<file path="src/sv/assert_macros.svh">
// Assertion macros used by the RTL of the byte budget LRU cache.
`ifndef ASSERT_MACROS_SVH
`define ASSERT_MACROS_SVH
`ifndef NO_ASSERTIONS
`define ASSERT_ALWAYS(label, cond) \
    label: assert property (@(posedge clk) disable iff (!rst_n) (cond)) \
        else $error("invariant violated");
`define ASSERT_NEXT(label, pre, post) \
    label: assert property (@(posedge clk) disable iff (!rst_n) (pre) |=> (post)) \
        else $error("sequence check violated");
`else
`define ASSERT_ALWAYS(label, cond)
`define ASSERT_NEXT(label, pre, post)
`endif
`endif

</file>
<file path="src/sv/bblru_pkg.sv">
// Shared types and constants of the byte budget LRU cache.
package bblru_pkg;
    localparam logic [1:0] OP_LOOKUP = 2'd0;
    localparam logic [1:0] OP_INSERT = 2'd1;
    localparam logic [1:0] OP_CLEAR  = 2'd2;
    localparam int SIZE_BITS = 27;
    localparam int DIM_BITS = 13;
    localparam int HANDLE_BITS = 32;
    localparam int TOTAL_BITS = 32;
    localparam int OUT_CNT_BITS = 5;
    localparam logic [30:0] LIMIT_RESET = 31'd67108864;
    localparam logic [SIZE_BITS-1:0] SIZE_MAX = {SIZE_BITS{1'b1}};
    typedef logic [SIZE_BITS-1:0] size_t;
endpackage

</file>
<file path="src/sv/bblru_ram.sv">
// Generic single write port RAM with a registered read port.
module bblru_ram #(
    parameter int WIDTH = 32,
    parameter int DEPTH = 16
) (
    input  logic                     clk,
    input  logic                     we,
    input  logic [$clog2(DEPTH)-1:0] waddr,
    input  logic [WIDTH-1:0]         wdata,
    input  logic [$clog2(DEPTH)-1:0] raddr,
    output logic [WIDTH-1:0]         rdata
);
    logic [WIDTH-1:0] mem [DEPTH];

    always_ff @(posedge clk)
    begin
        if (we)
        begin
            mem[waddr] <= wdata;
        end
        rdata <= mem[raddr];
    end
endmodule

</file>
<file path="src/sv/byte_budget_lru_cache.sv">
// Top level of the byte budget LRU cache: sequencer, recency list and entry stores.
// One request is handled at a time; the input stays closed while a request is in progress
// and while a response is held, and the key search reads and compares one slot after another.
// Reset: valid bits, count, byte total and control clear at once; byte_limit returns to 64 MiB.
`include "assert_macros.svh"
module byte_budget_lru_cache #(
    parameter int ENTRIES = 16,
    parameter int KEY_BITS = 32
) (
    input  logic        clk,
    input  logic        rst_n,
    input  logic        in_valid,
    output logic        in_ready,
    input  logic [1:0]  opcode,
    input  logic [31:0] key,
    input  logic [31:0] value_handle,
    input  logic [12:0] pix_width,
    input  logic [12:0] pix_height,
    output logic        out_valid,
    input  logic        out_ready,
    output logic        hit,
    output logic [31:0] found_handle,
    output logic [4:0]  evicted_count,
    output logic [30:0] bytes_in_use,
    output logic [4:0]  entries_in_use,
    input  logic        psel,
    input  logic        penable,
    input  logic        pwrite,
    input  logic [1:0]  paddr,
    input  logic [31:0] pwdata,
    output logic [31:0] prdata,
    output logic        pready
);
    localparam int SW = $clog2(ENTRIES);
    localparam int CW = $clog2(ENTRIES + 1);

    // Sequencer states.
    localparam logic [3:0] S_IDLE  = 4'd0;
    localparam logic [3:0] S_MUL   = 4'd1;
    localparam logic [3:0] S_SADDR = 4'd2;
    localparam logic [3:0] S_SCMP  = 4'd3;
    localparam logic [3:0] S_HREAD = 4'd4;
    localparam logic [3:0] S_HDONE = 4'd5;
    localparam logic [3:0] S_RADDR = 4'd6;
    localparam logic [3:0] S_RSUB  = 4'd7;
    localparam logic [3:0] S_EADDR = 4'd8;
    localparam logic [3:0] S_ESUB  = 4'd9;
    localparam logic [3:0] S_WRITE = 4'd10;
    localparam logic [3:0] S_CHK   = 4'd11;
    localparam logic [3:0] S_FIN   = 4'd12;

    logic [3:0]            state_reg, state_next;
    logic [1:0]            op_reg;
    logic [KEY_BITS-1:0]   key_reg;
    logic [31:0]           handle_reg;
    logic [12:0]           w_reg, h_reg;
    bblru_pkg::size_t      size_reg, size_next;
    logic [SW:0]           idx_reg, idx_next;
    logic [SW-1:0]         slot_reg, slot_next;
    logic                  hit_reg, hit_next;
    logic                  post_reg, post_next;
    logic [CW:0]           evict_reg, evict_next;
    logic [31:0]           found_reg, found_next;
    logic [31:0]           total_reg, total_next;
    logic [CW-1:0]         count_reg, count_next;
    logic [ENTRIES-1:0]    valid_reg, valid_next;
    logic [SW-1:0]         order_reg [ENTRIES];
    logic [SW-1:0]         order_next [ENTRIES];
    logic [30:0]           limit_reg;

    logic                  accept;
    logic [63:0]           key_wide;
    logic [KEY_BITS-1:0]   key_in;
    logic [27:0]           product;
    logic [SW-1:0]         mem_addr;
    logic [KEY_BITS-1:0]   key_rd;
    logic [31:0]           handle_rd;
    bblru_pkg::size_t      size_rd;
    logic [SW-1:0]         free_slot;
    logic [SW-1:0]         hit_pos;
    logic [SW-1:0]         drop_pos;
    logic                  do_drop;
    logic                  do_append;
    logic [SW-1:0]         append_slot;
    logic [CW-1:0]         append_pos;
    logic [31:0]           total_sub;
    logic                  ram_we;
    logic [31:0]           cnt_wide, ev_wide;

    assign accept = in_valid && in_ready;
    assign in_ready = (state_reg == S_IDLE);
    assign pready = 1'b1;
    assign prdata = (paddr == 2'd0) ? {1'b0, limit_reg} : 32'd0;

    // The key is taken modulo 2^KEY_BITS.
    assign key_wide = {32'd0, key};
    assign key_in = key_wide[KEY_BITS-1:0];

    // Weight in bytes: four bytes per pixel.
    assign product = {26'(w_reg) * 26'(h_reg), 2'b00};

    // First free slot, lowest index first.
    always_comb
    begin
        free_slot = '0;
        for (int s = ENTRIES - 1; s >= 0; s--)
        begin
            if (!valid_reg[s])
            begin
                free_slot = SW'(s);
            end
        end
    end

    // Recency position of the matched slot.
    always_comb
    begin
        hit_pos = '0;
        for (int p = ENTRIES - 1; p >= 0; p--)
        begin
            if (order_reg[p] == slot_reg && p < int'(count_reg))
            begin
                hit_pos = SW'(p);
            end
        end
    end

    // One read address is shared by the three entry stores.
    always_comb
    begin
        case (state_reg)
            S_SADDR: mem_addr = idx_reg[SW-1:0];
            S_HREAD: mem_addr = slot_reg;
            S_RADDR: mem_addr = slot_reg;
            S_EADDR: mem_addr = order_reg[0];
            default: mem_addr = '0;
        endcase
    end

    assign ram_we = (state_reg == S_WRITE);

    bblru_ram #(.WIDTH(KEY_BITS), .DEPTH(ENTRIES)) u_key_ram (
        .clk(clk), .we(ram_we), .waddr(free_slot), .wdata(key_reg),
        .raddr(mem_addr), .rdata(key_rd)
    );

    bblru_ram #(.WIDTH(bblru_pkg::HANDLE_BITS), .DEPTH(ENTRIES)) u_handle_ram (
        .clk(clk), .we(ram_we), .waddr(free_slot), .wdata(handle_reg),
        .raddr(mem_addr), .rdata(handle_rd)
    );

    bblru_ram #(.WIDTH(bblru_pkg::SIZE_BITS), .DEPTH(ENTRIES)) u_size_ram (
        .clk(clk), .we(ram_we), .waddr(free_slot), .wdata(size_reg),
        .raddr(mem_addr), .rdata(size_rd)
    );

    // Byte total less the size just read, floored at zero.
    assign total_sub = (total_reg >= 32'(size_rd)) ? total_reg - 32'(size_rd) : 32'd0;

    // Main sequencer.
    always_comb
    begin
        state_next = state_reg;
        size_next = size_reg;
        idx_next = idx_reg;
        slot_next = slot_reg;
        hit_next = hit_reg;
        post_next = post_reg;
        evict_next = evict_reg;
        found_next = found_reg;
        total_next = total_reg;
        count_next = count_reg;
        valid_next = valid_reg;
        do_drop = 1'b0;
        drop_pos = '0;
        do_append = 1'b0;
        append_slot = '0;
        append_pos = '0;
        case (state_reg)
            S_IDLE:
            begin
                if (accept)
                begin
                    hit_next = 1'b0;
                    found_next = 32'd0;
                    evict_next = '0;
                    post_next = 1'b0;
                    idx_next = '0;
                    state_next = S_FIN;
                    if (opcode == bblru_pkg::OP_CLEAR)
                    begin
                        valid_next = '0;
                        count_next = '0;
                        total_next = 32'd0;
                    end
                    else if (opcode == bblru_pkg::OP_LOOKUP && key_in != '0)
                    begin
                        state_next = S_SADDR;
                    end
                    else if (opcode == bblru_pkg::OP_INSERT && key_in != '0 &&
                             pix_width != 13'd0 && pix_height != 13'd0)
                    begin
                        state_next = S_MUL;
                    end
                end
            end
            S_MUL:
            begin
                size_next = product[27] ? bblru_pkg::SIZE_MAX : product[26:0];
                state_next = S_SADDR;
            end
            S_SADDR:
            begin
                if (idx_reg == (SW + 1)'(ENTRIES))
                begin
                    if (op_reg == bblru_pkg::OP_LOOKUP)
                    begin
                        state_next = S_FIN;
                    end
                    else if (count_reg == CW'(ENTRIES))
                    begin
                        state_next = S_EADDR;
                    end
                    else
                    begin
                        state_next = S_WRITE;
                    end
                end
                else
                begin
                    state_next = S_SCMP;
                end
            end
            S_SCMP:
            begin
                if (valid_reg[idx_reg[SW-1:0]] && key_rd == key_reg)
                begin
                    slot_next = idx_reg[SW-1:0];
                    state_next = (op_reg == bblru_pkg::OP_LOOKUP) ? S_HREAD : S_RADDR;
                end
                else
                begin
                    idx_next = idx_reg + 1'b1;
                    state_next = S_SADDR;
                end
            end
            S_HREAD:
            begin
                state_next = S_HDONE;
            end
            S_HDONE:
            begin
                hit_next = 1'b1;
                found_next = handle_rd;
                do_drop = 1'b1;
                drop_pos = hit_pos;
                do_append = 1'b1;
                append_slot = slot_reg;
                append_pos = count_reg - 1'b1;
                state_next = S_FIN;
            end
            S_RADDR:
            begin
                state_next = S_RSUB;
            end
            S_RSUB:
            begin
                total_next = total_sub;
                valid_next[slot_reg] = 1'b0;
                do_drop = 1'b1;
                drop_pos = hit_pos;
                count_next = count_reg - 1'b1;
                state_next = S_WRITE;
            end
            S_EADDR:
            begin
                state_next = S_ESUB;
            end
            S_ESUB:
            begin
                total_next = total_sub;
                valid_next[order_reg[0]] = 1'b0;
                do_drop = 1'b1;
                drop_pos = '0;
                count_next = count_reg - 1'b1;
                evict_next = evict_reg + 1'b1;
                state_next = post_reg ? S_CHK : S_WRITE;
            end
            S_WRITE:
            begin
                valid_next[free_slot] = 1'b1;
                do_append = 1'b1;
                append_slot = free_slot;
                append_pos = count_reg;
                count_next = count_reg + 1'b1;
                total_next = total_reg + 32'(size_reg);
                post_next = 1'b1;
                state_next = S_CHK;
            end
            S_CHK:
            begin
                if (total_reg > 32'(limit_reg) && count_reg != '0)
                begin
                    state_next = S_EADDR;
                end
                else
                begin
                    state_next = S_FIN;
                end
            end
            S_FIN:
            begin
                if (!out_valid || out_ready)
                begin
                    state_next = S_IDLE;
                end
            end
            default:
            begin
                state_next = S_IDLE;
            end
        endcase
    end

    // Recency list update: every position moves independently.
    always_comb
    begin
        for (int p = 0; p < ENTRIES; p++)
        begin
            order_next[p] = order_reg[p];
            if (do_drop && p >= int'(drop_pos) && p + 1 < ENTRIES)
            begin
                order_next[p] = order_reg[p + 1];
            end
            if (do_append && p == int'(append_pos))
            begin
                order_next[p] = append_slot;
            end
        end
    end

    always_ff @(posedge clk or negedge rst_n)
    begin
        if (!rst_n)
        begin
            state_reg <= S_IDLE;
            count_reg <= '0;
            total_reg <= 32'd0;
            valid_reg <= '0;
            limit_reg <= bblru_pkg::LIMIT_RESET;
            out_valid <= 1'b0;
        end
        else
        begin
            state_reg <= state_next;
            count_reg <= count_next;
            total_reg <= total_next;
            valid_reg <= valid_next;
            if (psel && penable && pwrite && pready && paddr == 2'd0)
            begin
                limit_reg <= pwdata[30:0];
            end
            if (state_reg == S_FIN && (!out_valid || out_ready))
            begin
                out_valid <= 1'b1;
            end
            else if (out_ready)
            begin
                out_valid <= 1'b0;
            end
        end
    end

    assign cnt_wide = 32'(count_reg);
    assign ev_wide = 32'(evict_reg);

    // Payload registers.
    always_ff @(posedge clk)
    begin
        size_reg <= size_next;
        idx_reg <= idx_next;
        slot_reg <= slot_next;
        hit_reg <= hit_next;
        post_reg <= post_next;
        evict_reg <= evict_next;
        found_reg <= found_next;
        for (int p = 0; p < ENTRIES; p++)
        begin
            order_reg[p] <= order_next[p];
        end
        if (accept)
        begin
            op_reg <= opcode;
            key_reg <= key_in;
            handle_reg <= value_handle;
            w_reg <= pix_width;
            h_reg <= pix_height;
        end
        if (state_reg == S_FIN && (!out_valid || out_ready))
        begin
            hit <= hit_reg;
            found_handle <= found_reg;
            evicted_count <= (ev_wide > 32'd31) ? 5'd31 : ev_wide[4:0];
            bytes_in_use <= (total_reg > 32'h7FFFFFFF) ? 31'h7FFFFFFF : total_reg[30:0];
            entries_in_use <= (cnt_wide > 32'd31) ? 5'd31 : cnt_wide[4:0];
        end
    end

    `ASSERT_ALWAYS(a_count_bound, int'(count_reg) <= ENTRIES)
    `ASSERT_ALWAYS(a_valid_matches_count,
        (state_reg != S_IDLE) || ($countones(valid_reg) == int'(count_reg)))
    `ASSERT_NEXT(a_evict_decrements, state_reg == S_ESUB, $past(count_reg) == count_reg + CW'(1))
    `ASSERT_NEXT(a_busy_after_accept, in_valid && in_ready, state_reg != S_IDLE)
endmodule

</file>
<file path="config.mk">
export PLATFORM = sky130hd
export DESIGN_NAME = byte_budget_lru_cache
export DESIGN_NICKNAME = d
export VERILOG_FILES = /design/src/sv/bblru_pkg.sv /design/src/sv/bblru_ram.sv /design/src/sv/byte_budget_lru_cache.sv
export VERILOG_INCLUDE_DIRS = /design/src /design/src/sv
export SDC_FILE = /design/constraint.sdc
export NUM_CORES = 2
export LEC_CHECK = 0
export ABC_CLOCK_PERIOD_IN_PS = 20300
export BUFFER_PORTS_ARGS = -buffer_cell sky130_fd_sc_hd__buf_4
export CAP_MARGIN = 20
export CORE_UTILIZATION = 50
export DETAILED_ROUTE_END_ITERATION = 10
export PLACE_DENSITY = 0.67
export SETUP_SLACK_MARGIN = 0.05
export SYNTH_ARGS = -nofsm -noshare
export SYNTH_HDL_FRONTEND = slang
export SYNTH_SLANG_ARGS = --single-unit
</file>
<file path="constraint.sdc">
create_clock -name clk -period 20.3 [get_ports clk]
set_clock_uncertainty 0.15 [all_clocks]
set_input_delay 2.03 -clock clk [delete_from_list [all_inputs] [get_ports clk]]
set_output_delay 2.03 -clock clk [all_outputs]
set_load 0.02 [all_outputs]
</file>
==> impl_metrics.csv <==
group,metric,value,unit
outcome,status,"completed",
synth,synth_cell_types,90,
job,maxCapViolations,0,
floorplan,dieArea,0.171,mm^2
place,placed_cells,8999,
synth,syn_inst,6873,
timing,whs,264,ps
floorplan,die_x,413,um
timing,fmax,0.149,GHz
grt,grt_pass1_wl,317000,um
grt,grt_max_degree,186,
synth,ys_ff_latch,1924,
synth,synth_top_family_by_area,"simple AND/OR/NAND/NOR gates",
grt,grt_remaining_overflow,0,
worst_setup_path,startpoint,"state_reg[2]$_DFFE_PN0P_",
timing,relSlewSlack,24.7,%
synth,yosysMostFrequentCell,"edfxtp_1",
power,peakVddDrop,0.259,mV
synth,synthMuxAreaShare,0.158,%
drt,vias,54800,
final_layout,multi_input_area,0.0257,mm^2
synth,seq_area_frac_synth,66.7,%
synth,yosys-top-cells-count,"edfxtp_1 (1745), nand2_1 (1711), nand3_1 (398)",
synth,syn_area,0.0846,mm^2
worst_setup_path,cp_slowest_stage_delay,920,ps
synth,synth-edff-count,1745,
hold_path,min_from,"found_reg[23]$_SDFFCE_PN0P_",
drt,drtIter0Drc,5528,
power,powerDensity,164,mW/mm^2
worst_setup_path,startpoint_type,"flip-flop",
final_layout,drive_gt1_share,10.2,%
worst_setup_path,critPathKind,"flip-flop to flip-flop",
timing,rsz0062_at_grt,"false",
clock_tree,cts_made_buffers,191,
clock_tree,hold_buffers,0,
final_layout,reg.largest.list,"u_handle_ram.mem (512), u_key_ram.mem (512), u_size_ram.mem (416)",
synth,postSynthAreaPerCell,12.3,um^2
worst_setup_path,critPathTopFamily,"buffers and inverters",
hold_path,hp-class,"flip-flop to flip-flop",
clock_tree,cts_root_buffer,"clkbuf_16",
clock_tree,cts_setup_buffers,0,
synth,async_flop_share,4.63,%
timing,tns,0,ps
timing,drv_slew,0,
worst_setup_path,cp_cell_sequence,"and2b_2 > a22oi_1 > o21ai_4 > buf_12 > buf_4 > buf_4 > buf_4 > nand2_1 > and3_1 > a311oi_1 > a31oi_1 > a21oi_1",
worst_setup_path,critical_path.max_fanout,185,
clock_tree,cts_tree,"built",
final_layout,regArea,0.0564,mm^2
place,portBuffers,238,
timing,max_slew.worst_pin.slew,1130,ps
power,p_leak,35.1,nW
clock_tree,cts_sinks,1924,
worst_setup_path,worst-endpoint-arrival,7320,ps
place,dp_hpwl,117000,um
synth,synth-main-ff-cell,"edfxtp_1",
worst_setup_path,cp_common_cell,"buf_4",
place,place.gp.congestion,0.873,
drt,drc,0,
final_layout,fin_cells,9363,
timing,hold_viol,0,
final_layout,final_core_util,56.6,%
clock_tree,cts_buffer_depth,3,
grt,grt_pass1_vias,52400,
final_layout,fill_cells,13400,
worst_setup_path,r2r-start,"state_reg[2]$_DFFE_PN0P_",
synth,synth-xor-area-share,1.78,%
synth,yosysTopAreaCell,"edfxtp_1",
final_layout,area_delta_synth_final,12.1,%
timing,setup_violations,0,
floorplan,io_pins,242,
synth,synth_nets,7293,
synth,synth_compound_area_share,7.85,%
worst_setup_path,slowest_stage,"and2b_2",
final_layout,layout.nets,7411,
clock_tree,clk_pin_slew_worst_paths,60,ps
clock_tree,cts_resized,0,
worst_setup_path,endpoint_kind,"flip-flop",
timing,min_period_over_period,33.1,%
floorplan,fp.dieH,413,um
grt,track_usage,24.3,%
drt,ant_nets,0,
drt,avgRoutedWirePerCell,22.5,um
clock_tree,cts_htree_levels,4,
floorplan,rows,150,
floorplan,core,0.168,mm^2
synth,synth_area_leaders,"edfxtp_1 (62%), nand2_1 (7.6%), fa_1 (2.9%)",
drt,drtPass1Iterations,5,
synth,ys_warn_count,0,
power,total_power,15.5,mW
synth,synth-simple-area-share,14.9,%
drt,viasPerCell,5.85,
synth,synth_fa_ha_area_share,5.33,%
clock_tree,clk_latency,840,ps
grt,antenna_found_initial,6,
synth,synth_top_area_share,61.9,%
timing,min_period,6710,ps
floorplan,initial_utilization,50.5,%
worst_setup_path,required,20900,ps
worst_setup_path,cp_num_buf_inv,4,
drt,routed_wl,211000,um
[path summary, 6_finish.rpt]
check                                         endpoint  slack [ps]  depth (start not counted)
max in group asynchronous     valid_reg[5]$_DFFE_PN0P_       17800                          2
setup reg to reg           u_key_ram.rdata[21]$_DFF_P_       13590                         12
min in group asynchronous    limit_reg[28]$_DFFE_PN0P_         950                          1
hold / removal              found_handle[23]$_DFFE_PP_         260                          0
setup / recovery           u_key_ram.rdata[21]$_DFF_P_       13590                         12
hold reg to reg             found_handle[23]$_DFFE_PP_         260                          0
[kinds of logic (layout without fill, tap and decap cells)]
kind of cell	count (synthesis)	in the layout
XOR/XNOR	172	172
other	2	6
buffers and inverters	669	951
multiplexers	7	7
adder cells (fa/ha/maj)	287	287
AND/OR/NAND/NOR	2850	2850
flip-flops	1924	1924
AO/OA/AOI/OAI	962	962
[worst reg2reg max path, stage by stage, from the launching register on]
cell and delay [ps]:
dfrtp_1 610, and2b_2 920, a22oi_1 390, o21ai_4 230
buf_12 640, buf_4 980, buf_4 840, buf_4 900
nand2_1 120, and3_1 210, a311oi_1 330, a31oi_1 80
a21oi_1 210
[area by class of cell]
cell class	count	share of cell area [%]
flip-flops and latches	1924	59.5
inverters	256	1.02
diodes	4	0.0106
repair buffers	338	2.77
clock inverters	84	1.08
clock buffers	273	5.64
multi-input cells	4280	27.1
well taps	2204	2.91
[per-layer routing]
layer	part of all wire, %	track usage, %	vias to the layer above
met5	0	0	-
met4	2.3	6.66	0
met3	7.5	3.43	334
met2	46	38.2	2259
met1	44	35.5	27100
li1	-	-	25100
[stage by stage]
stage / cell area, um^2 / setup WS (ps)
after CTS: 94800 / 13610
after floorplan: 84600 / 11800
after global routing: 94800 / 13180
after global placement: 88400 / 13630
after detailed placement: 88400 / 13650
final: 94800 / 13590
[power breakdown]
| part | switching [mW] | total (mW) | internal (mW) |
|---|---|---|---|
| Sequential | 0.478 | 5.57 | 5.09 |
| Clock | 1.50 | 3.56 | 2.06 |
| Combinational | 4.03 | 6.41 | 2.38 |
[placed cells by master (no fill, tap or decap), types with 103 or more instances in the layout]
master / Yosys / layout
nand3_1: 398 / 398
a31oi_1: 103 / 103
ha_1: 164 / 164
and3_1: 228 / 228
inv_1: 255 / 254
a311oi_1: 271 / 271
nand2_1: 1711 / 1710
xnor2_1: 129 / 128
buf_4: 27 / 331
o21ai_0: 158 / 158
fa_1: 123 / 123
nor2_1: 146 / 138
edfxtp_1: 1745 / 1745
a21oi_1: 207 / 205
clkbuf_16: 0 / 194
Power figures use the tool's default switching activity.
